$ cat src/design/rgb_hsv_color_convert_assert.svh
// Assertion macros for the color converter.
`ifndef RGB_HSV_COLOR_CONVERT_ASSERT_SVH
`define RGB_HSV_COLOR_CONVERT_ASSERT_SVH

// Clocked assertion, disabled during reset.
`define RHC_ASSERT(lbl, prop, msg) \
  lbl: assert property (@(posedge clk) disable iff (rst) prop) else $error(msg);

// Clocked assertion that also holds during reset.
`define RHC_ASSERT_ALWAYS(lbl, prop, msg) \
  lbl: assert property (@(posedge clk) prop) else $error(msg);

`endif

$ cat src/design/rhc_pkg.sv
package rhc_pkg;

  localparam logic REQ_RGB2HSV = 1'b0;
  localparam logic REQ_HSV2RGB = 1'b1;

  localparam int CH_W      = 8;
  localparam int HUE_W     = 11;
  localparam int NUM_W     = 26;
  localparam int DEN_W     = 17;
  localparam int REM_W     = 27;
  localparam int QUO_W     = 10;
  localparam int STEP_BITS = 2;
  localparam int DIV_STEPS = QUO_W / STEP_BITS;
  localparam int LANES     = 2;

  localparam logic [HUE_W-1:0] HUE_TURN   = 11'd1536;
  localparam logic [HUE_W-1:0] OFS_RED    = 11'd1280;
  localparam logic [HUE_W-1:0] OFS_GREEN  = 11'd256;
  localparam logic [HUE_W-1:0] OFS_BLUE   = 11'd768;
  localparam logic [15:0]      FRAC_DEN   = 16'd65280;
  localparam logic [DEN_W-1:0] DEN_P      = 17'd510;
  localparam logic [DEN_W-1:0] DEN_QT     = 17'd130560;

  typedef enum logic [1:0] {
    BASE_RED,
    BASE_GREEN,
    BASE_BLUE
  } hue_base_t;

  typedef logic [NUM_W-1:0] num_t;
  typedef logic [DEN_W-1:0] den_t;
  typedef logic [REM_W-1:0] rem_t;
  typedef logic [QUO_W-1:0] quo_t;

  typedef struct packed {
    logic            mode;
    logic [CH_W-1:0] alpha;
    logic [CH_W-1:0] mx;
    logic [CH_W-1:0] delta;
    logic [8:0]      dplus;
    hue_base_t       base;
    logic [CH_W-1:0] val;
    logic [CH_W-1:0] sat;
    logic [2:0]      sext;
    logic [15:0]     sf;
    logic [15:0]     st;
  } front_t;

  typedef struct packed {
    logic            mode;
    logic [CH_W-1:0] alpha;
    logic            gray;
    hue_base_t       base;
    logic [CH_W-1:0] val;
    logic [2:0]      sext;
  } side_t;

endpackage

$ cat src/design/rgb_hsv_color_convert.sv
// RGB <-> HSV pixel converter.
// Input channel: in_valid/in_ready with req_type, red, green, blue, hue,
// saturation, value and alpha. req_type 0 gives hue/saturation/value,
// req_type 1 gives red/green/blue; unused result fields are zero and
// alpha passes through.
// Output channel: out_valid/out_ready with the out_* fields.
// One word is taken every cycle while in_ready is high. The 10-bit
// quotients come from two restoring divider lanes, 2 quotient bits
// per stage over five stages, which set the depth; the third mode 1
// channel divides by a constant with a shift-and-add step at the
// output stage.
// Reset clears all stage valid bits; no word is in flight afterwards.
// When the receiver stalls the whole pipeline holds, and in_ready drops
// only while a result waits at the output and out_ready is low, so no
// word is lost or repeated.
module rgb_hsv_color_convert (
  input  logic                       clk,
  input  logic                       rst,
  input  logic                       in_valid,
  output logic                       in_ready,
  input  logic                       req_type,
  input  logic [7:0]                 red,
  input  logic [7:0]                 green,
  input  logic [7:0]                 blue,
  input  logic [10:0]                hue,
  input  logic [7:0]                 saturation,
  input  logic [7:0]                 value,
  input  logic [7:0]                 alpha,
  output logic                       out_valid,
  input  logic                       out_ready,
  output logic [7:0]                 out_red,
  output logic [7:0]                 out_green,
  output logic [7:0]                 out_blue,
  output logic [10:0]                out_hue,
  output logic [7:0]                 out_saturation,
  output logic [7:0]                 out_value,
  output logic [7:0]                 out_alpha
);
  import rhc_pkg::*;

  logic adv;
  logic vld_front;
  logic vld_div [DIV_STEPS+1];

  front_t front_next;
  front_t front;

  side_t side [DIV_STEPS+1];
  rem_t  rem  [DIV_STEPS+1][LANES];
  den_t  den  [DIV_STEPS+1][LANES];
  quo_t  quo  [DIV_STEPS+1][LANES];
  num_t  tnum [DIV_STEPS+1];

  assign adv      = !out_valid || out_ready;
  assign in_ready = adv;

  // Front stage: channel extremes, hue split, saturation products.
  logic [CH_W-1:0]  mx, mn;
  logic [HUE_W-1:0] h_eff;
  logic [9:0]       dsum;
  always_comb begin
    mx = red;
    mn = red;
    if (green > mx) mx = green;
    if (blue > mx) mx = blue;
    if (green < mn) mn = green;
    if (blue < mn) mn = blue;
    h_eff = (hue >= HUE_TURN) ? '0 : hue;
    front_next.mode  = req_type;
    front_next.alpha = alpha;
    front_next.mx    = mx;
    front_next.delta = mx - mn;
    if (red == mx) begin
      front_next.base = BASE_RED;
      dsum = ({2'b0, green} + {2'b0, mx}) - ({2'b0, blue} + {2'b0, mn});
    end else if (green == mx) begin
      front_next.base = BASE_GREEN;
      dsum = ({2'b0, blue} + {2'b0, mx}) - ({2'b0, red} + {2'b0, mn});
    end else begin
      front_next.base = BASE_BLUE;
      dsum = ({2'b0, red} + {2'b0, mx}) - ({2'b0, green} + {2'b0, mn});
    end
    front_next.dplus = dsum[8:0];
    front_next.val   = value;
    front_next.sat   = saturation;
    front_next.sext  = h_eff[10:8];
    front_next.sf    = 16'(saturation) * 16'(h_eff[7:0]);
    front_next.st    = {saturation, 8'd0} - front_next.sf;
  end

  always_ff @(posedge clk) begin
    if (rst) begin
      vld_front <= 1'b0;
    end else if (adv) begin
      vld_front <= in_valid;
    end
  end

  always_ff @(posedge clk) begin
    if (adv) begin
      front <= front_next;
    end
  end

  // Numerator and denominator setup for the divider lanes.
  num_t            n_next [LANES];
  den_t            d_next [LANES];
  num_t            tnum_next;
  side_t           side_next;
  logic [CH_W-1:0] s_inv;
  always_comb begin
    s_inv = 8'd255 - front.sat;
    if (front.mode == REQ_RGB2HSV) begin
      n_next[0] = NUM_W'(front.delta) * NUM_W'(510) + NUM_W'(front.mx);
      d_next[0] = DEN_W'({front.mx, 1'b0});
      n_next[1] = NUM_W'({front.dplus, 9'd0}) + NUM_W'(front.delta);
      d_next[1] = DEN_W'({front.delta, 1'b0});
      tnum_next = '0;
    end else begin
      n_next[0] = NUM_W'({16'(front.val) * 16'(s_inv), 1'b0}) + NUM_W'(255);
      d_next[0] = DEN_P;
      n_next[1] = NUM_W'({24'(front.val) * 24'(FRAC_DEN - front.sf), 1'b0})
                + NUM_W'(FRAC_DEN);
      d_next[1] = DEN_QT;
      tnum_next = NUM_W'({24'(front.val) * 24'(FRAC_DEN - front.st), 1'b0})
                + NUM_W'(FRAC_DEN);
    end
    side_next.mode  = front.mode;
    side_next.alpha = front.alpha;
    side_next.gray  = (front.delta == '0);
    side_next.base  = front.base;
    side_next.val   = (front.mode == REQ_RGB2HSV) ? front.mx : front.val;
    side_next.sext  = front.sext;
  end

  always_ff @(posedge clk) begin
    if (rst) begin
      vld_div[0] <= 1'b0;
    end else if (adv) begin
      vld_div[0] <= vld_front;
    end
  end

  always_ff @(posedge clk) begin
    if (adv) begin
      side[0] <= side_next;
      tnum[0] <= tnum_next;
      for (int l = 0; l < LANES; l++) begin
        rem[0][l] <= REM_W'(n_next[l]);
        den[0][l] <= d_next[l];
        quo[0][l] <= '0;
      end
    end
  end

  // Restoring division, two quotient bits per stage.
  for (genvar j = 0; j < DIV_STEPS; j++) begin : g_div
    rem_t r_next [LANES];
    quo_t q_next [LANES];
    always_comb begin
      rem_t sh;
      for (int l = 0; l < LANES; l++) begin
        r_next[l] = rem[j][l];
        q_next[l] = quo[j][l];
        for (int b = 0; b < STEP_BITS; b++) begin
          sh = REM_W'(den[j][l]) << (QUO_W - 1 - STEP_BITS * j - b);
          if (r_next[l] >= sh) begin
            r_next[l] = r_next[l] - sh;
            q_next[l] = q_next[l] | (QUO_W'(1) << (QUO_W - 1 - STEP_BITS * j - b));
          end
        end
      end
    end

    always_ff @(posedge clk) begin
      if (rst) begin
        vld_div[j+1] <= 1'b0;
      end else if (adv) begin
        vld_div[j+1] <= vld_div[j];
      end
    end

    always_ff @(posedge clk) begin
      if (adv) begin
        side[j+1] <= side[j];
        tnum[j+1] <= tnum[j];
        for (int l = 0; l < LANES; l++) begin
          rem[j+1][l] <= r_next[l];
          den[j+1][l] <= den[j][l];
          quo[j+1][l] <= q_next[l];
        end
      end
    end
  end

  // Final assembly: hue offset and wrap, sextant routing.
  side_t            fin;
  logic [HUE_W-1:0] hsum;
  logic [HUE_W-1:0] ofs;
  logic [16:0]      tm, tsum;
  logic [CH_W-1:0]  cp, cq, ct;
  logic [CH_W-1:0]  r_next, g_next, b_next, s_next, v_next;
  logic [HUE_W-1:0] h_next;
  always_comb begin
    fin = side[DIV_STEPS];
    case (fin.base)
      BASE_GREEN: ofs = OFS_GREEN;
      BASE_BLUE:  ofs = OFS_BLUE;
      default:    ofs = OFS_RED;
    endcase
    hsum = HUE_W'(quo[DIV_STEPS][1]) + ofs;
    if (hsum >= HUE_TURN) hsum = hsum - HUE_TURN;
    // divide by 130560: drop 9 bits, then divide by 255
    tm   = tnum[DIV_STEPS][NUM_W-1:9];
    tsum = tm + 17'd1 + (tm >> 8);
    cp = quo[DIV_STEPS][0][CH_W-1:0];
    cq = quo[DIV_STEPS][1][CH_W-1:0];
    ct = tsum[15:8];
    r_next = '0;
    g_next = '0;
    b_next = '0;
    h_next = '0;
    s_next = '0;
    v_next = '0;
    if (fin.mode == REQ_RGB2HSV) begin
      v_next = fin.val;
      if (!fin.gray) begin
        h_next = hsum;
        s_next = cp;
      end
    end else begin
      unique case (fin.sext)
        3'd0:    begin r_next = fin.val; g_next = ct;      b_next = cp;      end
        3'd1:    begin r_next = cq;      g_next = fin.val; b_next = cp;      end
        3'd2:    begin r_next = cp;      g_next = fin.val; b_next = ct;      end
        3'd3:    begin r_next = cp;      g_next = cq;      b_next = fin.val; end
        3'd4:    begin r_next = ct;      g_next = cp;      b_next = fin.val; end
        default: begin r_next = fin.val; g_next = cp;      b_next = cq;      end
      endcase
    end
  end

  always_ff @(posedge clk) begin
    if (rst) begin
      out_valid <= 1'b0;
    end else if (adv) begin
      out_valid <= vld_div[DIV_STEPS];
    end
  end

  always_ff @(posedge clk) begin
    if (adv) begin
      out_red        <= r_next;
      out_green      <= g_next;
      out_blue       <= b_next;
      out_hue        <= h_next;
      out_saturation <= s_next;
      out_value      <= v_next;
      out_alpha      <= fin.alpha;
    end
  end

`include "rgb_hsv_color_convert_assert.svh"

  `RHC_ASSERT(a_hue_range, out_valid |-> out_hue < HUE_TURN, "hue out of range")
  `RHC_ASSERT(a_mode_excl,
    out_valid && (out_red != '0 || out_green != '0 || out_blue != '0)
      |-> out_hue == '0 && out_saturation == '0 && out_value == '0,
    "both result groups set")
  `RHC_ASSERT(a_sat_val, out_valid && out_saturation != '0 |-> out_value != '0,
    "saturation without value")
  `RHC_ASSERT_ALWAYS(a_reset_empty, rst |=> !out_valid && !vld_front,
    "pipeline not empty after reset")

endmodule

$ cat config.mk
export PLATFORM = sky130hd
export DESIGN_NAME = rgb_hsv_color_convert
export DESIGN_NICKNAME = d
export VERILOG_FILES = /design/src/design/rhc_pkg.sv /design/src/design/rgb_hsv_color_convert.sv
export VERILOG_INCLUDE_DIRS = /design/src /design/src/design
export SDC_FILE = /design/constraint.sdc
export NUM_CORES = 2
export LEC_CHECK = 0
export BUFFER_PORTS_ARGS = -buffer_cell sky130_fd_sc_hd__clkbuf_2
export CORE_ASPECT_RATIO = 0.6
export CORE_MARGIN = 5
export CORE_UTILIZATION = 40
export CTS_CLUSTER_DIAMETER = 200
export DETAILED_ROUTE_END_ITERATION = 12
export PLACE_DENSITY = 0.63
export SLEW_MARGIN = 15
export SYNTH_ARGS = -nofsm -noshare
export SYNTH_HDL_FRONTEND = slang
export SYNTH_SLANG_ARGS = --single-unit
$ cat constraint.sdc
create_clock -name clk -period 36.8 [get_ports clk]
set_input_delay 3.68 -clock clk [delete_from_list [all_inputs] [get_ports clk]]
set_output_delay 3.68 -clock clk [all_outputs]
set_load 0.02 [all_outputs]
=== Yosys cells after proc, flatten, opt, wreduce, memory -nomap -nowiden ===
Memory sizes are Yosys's and may differ from the RTL's. A register that Yosys moved wholly into a read port is not among the register bits.
Cells that the tools add are included.

* $add $sub $neg: 43
* Eq/ne operators: 8
* Reductions and logical operators: 9
* $lt $le $gt $ge: 26
* Bitwise operators: 6
* Multipliers: 5
* Mux-type cells: 69

{| class="wikitable"
|+ Operator list
! cell !! number
|-
| 27-bit 2-to-1 mux || 20
|-
| 8-bit one-hot mux with 3 select lines || 3
|-
| 8-bit 2-to-1 mux || 8
|-
| 8-bit by 8-bit adder with 9-bit output || 6
|-
| 27-bit by 17-bit greater-or-equal comparator with 1-bit output || 2
|-
| 27-bit by 18-bit greater-or-equal comparator with 1-bit output || 2
|-
| 27-bit by 19-bit greater-or-equal comparator with 1-bit output || 2
|-
| 27-bit by 20-bit greater-or-equal comparator with 1-bit output || 2
|-
| 27-bit by 21-bit greater-or-equal comparator with 1-bit output || 2
|-
| 27-bit by 22-bit greater-or-equal comparator with 1-bit output || 2
|-
| 27-bit by 23-bit greater-or-equal comparator with 1-bit output || 2
|-
| 27-bit by 24-bit greater-or-equal comparator with 1-bit output || 2
|-
| 27-bit by 25-bit greater-or-equal comparator with 1-bit output || 2
|-
| 27-bit by 26-bit greater-or-equal comparator with 1-bit output || 2
|-
| 27-bit by 17-bit subtractor with 27-bit output || 2
|-
| 27-bit by 18-bit subtractor with 27-bit output || 2
|-
| 27-bit by 19-bit subtractor with 27-bit output || 2
|-
| 27-bit by 20-bit subtractor with 27-bit output || 2
|-
| 27-bit by 21-bit subtractor with 27-bit output || 2
|-
| 27-bit by 22-bit subtractor with 27-bit output || 2
|-
| 27-bit by 23-bit subtractor with 27-bit output || 2
|-
| 27-bit by 24-bit subtractor with 27-bit output || 2
|-
| 27-bit by 25-bit subtractor with 27-bit output || 2
|-
| 27-bit by 26-bit subtractor with 27-bit output || 2
|-
| other kinds (44) || 89
|}

* Output and inout bits: 61
* Memories kept: 6
* Bits of input ports: 64
* Bits in registers: 147
* Memory bits (writable): 948

{| class="wikitable"
|+ Memories
! memory !! words !! bits a word !! rd ports !! clocked after memory_dff !! write ports !! RTL line !! text
|-
| rem || 6 || 54 || 5 || 0 || 6 || rgb_hsv_color_convert.sv:49 || <nowiki>rem_t rem [DIV_STEPS+1][LANES];</nowiki>
|-
| den || 6 || 34 || 5 || 0 || 6 || rgb_hsv_color_convert.sv:50 || <nowiki>den_t den [DIV_STEPS+1][LANES];</nowiki>
|-
| tnum || 6 || 26 || 6 || 0 || 6 || rgb_hsv_color_convert.sv:52 || <nowiki>num_t tnum [DIV_STEPS+1];</nowiki>
|-
| side || 6 || 23 || 6 || 0 || 6 || rgb_hsv_color_convert.sv:48 || <nowiki>side_t side [DIV_STEPS+1];</nowiki>
|-
| quo || 6 || 20 || 6 || 0 || 6 || rgb_hsv_color_convert.sv:51 || <nowiki>quo_t quo [DIV_STEPS+1][LANES];</nowiki>
|-
| vld_div || 6 || 1 || 6 || 1 || 6 || rgb_hsv_color_convert.sv:43 || <nowiki>logic vld_div [DIV_STEPS+1];</nowiki>
|}

=== Depth between registers and ports, before layout ===
* Word-level depth: 8
* Depth in mapped cells: 34
* Depth with buffers taken out: 32

=== Worst setup path before layout ===
Ideal clock, no wire load.

* Path kind: input port to output port
* Start point: input out_ready
* End point: output in_ready
* Stages: 2
* Arrival: 18.615 ns
* Setup slack: 14.505 ns
* Required time: 33.120 ns
* Path buffers: 0
* Path through: nor2b_1 > inv_1

* Longest elaborated chain between the ends: 1

{| class="wikitable"
|+ Ends and longest elaborated chain
! item !! RTL line !! text
|-
| start, declared || rgb_hsv_color_convert.sv:30 || <nowiki>input logic out_ready,</nowiki>
|-
| 1-bit logical OR || rgb_hsv_color_convert.sv:54 || <nowiki>assign adv = !out_valid || out_ready;</nowiki>
|-
| end, declared || rgb_hsv_color_convert.sv:20 || <nowiki>output logic in_ready,</nowiki>
|}

Every way passes these cells.

=== Worst setup path after layout ===
* Start point: input red[1]
* End point: register front[61] in the netlist's numbering (data pin)

* Longest elaborated chain between the ends: 8
* Elaborated cells on any way between the ends: 21

{| class="wikitable"
|+ Ends and longest elaborated chain
! item !! RTL line !! text
|-
| start, declared || rgb_hsv_color_convert.sv:22 || <nowiki>input logic [7:0] red,</nowiki>
|-
| 8-bit > comparator or 8-bit less-than comparator (tied branches) || rgb_hsv_color_convert.sv:64, rgb_hsv_color_convert.sv:66 ||
|-
| 8-bit 2-to-1 mux (on tied branches) || rgb_hsv_color_convert.sv:64, rgb_hsv_color_convert.sv:66 ||
|-
| 8-bit > comparator or 8-bit less-than comparator (tied branches) || rgb_hsv_color_convert.sv:65, rgb_hsv_color_convert.sv:67 ||
|-
| 8-bit 2-to-1 mux (on tied branches) || rgb_hsv_color_convert.sv:65, rgb_hsv_color_convert.sv:67 ||
|-
| 8-bit by 8-bit adder with 9-bit output (on tied branches) || rgb_hsv_color_convert.sv:81, rgb_hsv_color_convert.sv:78 ||
|-
| 9-bit subtractor (on tied branches) || rgb_hsv_color_convert.sv:81, rgb_hsv_color_convert.sv:78 ||
|-
| 9-bit 2-to-1 mux || rgb_hsv_color_convert.sv:76 || <nowiki>end else if (green == mx) begin</nowiki>
|-
| 9-bit 2-to-1 mux * || rgb_hsv_color_convert.sv:73 || <nowiki>if (red == mx) begin</nowiki>
|-
| net dsum[8] || rgb_hsv_color_convert.sv:60 || <nowiki>logic [9:0] dsum;</nowiki>
|-
| end signal, assigned || rgb_hsv_color_convert.sv:101 || <nowiki>front <= front_next;</nowiki>
|-
| end, declared || rgb_hsv_color_convert.sv:46 || <nowiki>front_t front;</nowiki>
|}

The timed path passes the listed nets; every way through them passes the cells marked *.
A chain may end at the register's enable or synchronous reset.

==> summary.txt <==
Total Die Area = 166000 um2
global placement routability congestion = 0.906
fill cell instance count of the final layout = 14757
category of the worst setup path launch point = primary input
Starting DRT DRC Count = 3594
Crit path largest cell delay = 0.54 ns
vias in the first global route = 43113
Crit Path Class = in -> reg
transition time at the pin with the least slew margin = 1.22 ns
Wirelength per Cell = 18.0 um
mean area per synthesized cell = 10.3 um2
status = completed
vertical die dimension = 318 um
initial antenna violation count = 8
crit path capture type = register
Crit Path Max Fanout = 15
global-route wire length before repair = 244 mm
cells after synthesis = 6150
number of post-CTS setup repair buffers = 0
cell area after synthesis = 63100 um2
required time at the endpoint of the critical path = 37.23 ns
maximum clock frequency = 0.102 GHz
post-detailed-route via-to-cell ratio = 5.29
sequential share of the synthesized area = 36.8%
Hold WC Path Type = reg -> reg
CTS resizes = 0
dominant delay contributor by cell family on the critical path = compound AO/OA/AOI/OAI gates
Layout Skew = 0.0295 ns
post-synthesis register bit count = 773
total vias in the final route = 44577
final max-slew violation count = 0
final routed wirelength across all metal layers = 152 mm
ratio of cells with drive above 1 in the final layout = 7.31%
Clock Latency Late Sink = 0.69 ns
Final ANT Viol Nets = 0
crit path buf inv count = 4
number of endpoints with negative hold slack in the final report = 0
Root Driver = sky130_fd_sc_hd__clkbuf_16
RSZ-0062 raised after global routing = false
relative max-transition margin = 19.0%
TritonCTS clock tree = built
# port buffers = 124
detailed placement HPWL = 120 mm
Die X = 523 um
post-layout instance area = 68800 um2
maximum number of pins on one net before global-route repair = 178
final period demand of the worst path = 9.81 ns
global-route usage over all layers = 18.1%
top flip-flop cell by instance count after synthesis = sky130_fd_sc_hd__edfxtp_1
DRC viols = 0
number of clock buffers inserted by TritonCTS = 83
# nets final = 7229
total number of clock tree sinks = 773
total setup violations reported at the end of the flow = 0
FFs w/ async S/R, synth = 0%
layout-stage area growth over the synthesis result = 9.08%
final global-route overflow total = 0
number of detailed-routing iterations run before antenna repair = 6
most used cell, CP = sky130_fd_sc_hd__a21oi_1
sum of negative setup slack = 0 ns
Post-CTS Hold Buffers = 0
number of enable-type register cells in the synthesized netlist = 771
initial standard-cell utilization of the core = 40.4%
total number of placement rows = 112
level count of the clock H-tree = 3
post-synth cell types = 110
area of placed instances = 66100 um2
core area = 156000 um2
clock transition at the registers of the reported paths = 0.06 ns
Post-Synthesis Net Count = 7123
signal arrival time at the worst endpoint = 10.24 ns
reported max-cap violation count = 0
cell with the largest stage delay on the worst path = sky130_fd_sc_hd__o21bai_2
count of synthesis-stage warnings from yosys = 0
number of I/O pins = 125
maximum root-to-sink buffer count = 3
final period utilization = 26.7%
-- synth_stat cells, types with 59 or more instances --
| library cell | n | area (um2) |
|---|---|---|
| sky130_fd_sc_hd__fa_1 | 377 | 7550 |
| sky130_fd_sc_hd__a21oi_1 | 332 | 1660 |
| sky130_fd_sc_hd__xnor2_1 | 283 | 2480 |
| sky130_fd_sc_hd__mux2_2 | 78 | 878 |
| sky130_fd_sc_hd__nor3_1 | 123 | 616 |
| sky130_fd_sc_hd__nand2_1 | 484 | 1820 |
| sky130_fd_sc_hd__nand3_1 | 87 | 435 |
| sky130_fd_sc_hd__nor2b_1 | 110 | 688 |
| sky130_fd_sc_hd__nand2b_1 | 97 | 607 |
| sky130_fd_sc_hd__ha_1 | 532 | 6660 |
| sky130_fd_sc_hd__a21o_1 | 110 | 826 |
| sky130_fd_sc_hd__and2_1 | 177 | 1110 |
| sky130_fd_sc_hd__o21a_1 | 59 | 443 |
| sky130_fd_sc_hd__nand4_1 | 63 | 394 |
| sky130_fd_sc_hd__xor2_1 | 169 | 1480 |
| sky130_fd_sc_hd__edfxtp_1 | 771 | 23200 |
| sky130_fd_sc_hd__nor2_1 | 347 | 1300 |
| sky130_fd_sc_hd__inv_1 | 795 | 2980 |
| sky130_fd_sc_hd__o21ai_0 | 247 | 1240 |
| sky130_fd_sc_hd__clkbuf_1 | 120 | 450 |
-- layer usage --
layer	GRT usage, %	vias up	wire [um]
li1	-	21734	-
met1	30.1	21426	80700
met2	23.3	1286	56100
met3	4.63	129	13100
met4	2.98	2	2120
met5	0	-	13
-- cell families after synthesis --
family | after synthesis | synth area share, %
simple gates | 1761 | 14.2
compound gates | 1164 | 12.0
buf+inv | 945 | 5.69
fa+ha+maj | 909 | 22.5
flops | 773 | 36.8
xor+xnor | 452 | 6.28
mux | 146 | 2.52
-- through the flow --
step                hold slack, ns  utilization, %  setup slack (ns)  cells
floorplan                    0.400               -             14.50   6150
global placement             0.400            42.4             26.00   8280
detailed placement           0.405            42.4             25.92   8280
CTS                          0.412            44.1             26.68   8432
global route                 0.421            44.1             26.33   8433
finish                       0.414            44.1             26.99   8433
-- flip-flops by register name, indices dropped and copies added (netlist names) --
name	cells
den	77
front	86
out_alpha	8
out_blue	8
out_green	8
out_hue	11
out_red	8
out_saturation	8
out_valid	1
out_value	8
quo	50
rem	259
side	132
tnum	102
vld_div	6
vld_front	1
-- final timing paths --
check | start | end | slack [ns] | depth (start not counted)
worst max-delay path | red[1] | front[61] | 26.99 | 34
worst min-delay path | side[4][4] | side[5][4] | 0.41 | 0
worst max register to register | front[16] | rem[0][24] | 28.57 | 23
worst min register to register | side[4][4] | side[5][4] | 0.41 | 0
-- area by class of cell --
type                       instances  area [um2]  area share, %
multi-input combinational       4432       36300           52.8
clock inverter                    54         515          0.749
inverter                         800        3010           4.38
tap                             2109        2640           3.84
clock buffer                      98        2150           3.13
sequential                       773       23200           33.7
timing repair buffer             166         948           1.38
antenna                            1        2.50        0.00364
-- layout by cell type (no fill, tap or decap), types with 54 or more instances in the layout --
cell / synthesis / routed
sky130_fd_sc_hd__inv_1: 795 / 794
sky130_fd_sc_hd__edfxtp_1: 771 / 771
sky130_fd_sc_hd__ha_1: 532 / 532
sky130_fd_sc_hd__nand2_1: 484 / 484
sky130_fd_sc_hd__fa_1: 377 / 377
sky130_fd_sc_hd__nor2_1: 347 / 347
sky130_fd_sc_hd__a21oi_1: 332 / 332
sky130_fd_sc_hd__xnor2_1: 283 / 283
sky130_fd_sc_hd__o21ai_0: 247 / 247
sky130_fd_sc_hd__and2_1: 177 / 177
sky130_fd_sc_hd__xor2_1: 169 / 169
sky130_fd_sc_hd__clkbuf_2: 0 / 124
sky130_fd_sc_hd__nor3_1: 123 / 123
sky130_fd_sc_hd__a21o_1: 110 / 110
sky130_fd_sc_hd__nor2b_1: 110 / 110
sky130_fd_sc_hd__nand2b_1: 97 / 97
sky130_fd_sc_hd__nand3_1: 87 / 87
sky130_fd_sc_hd__clkbuf_16: 0 / 84
sky130_fd_sc_hd__mux2_2: 78 / 78
sky130_fd_sc_hd__nand4_1: 63 / 63
sky130_fd_sc_hd__o21a_1: 59 / 59
sky130_fd_sc_hd__mux2i_1: 54 / 54
Power is left out: the tool's default activity adds up to more than one toggle a clock period on the data nets, which glitch-free logic cannot reach.
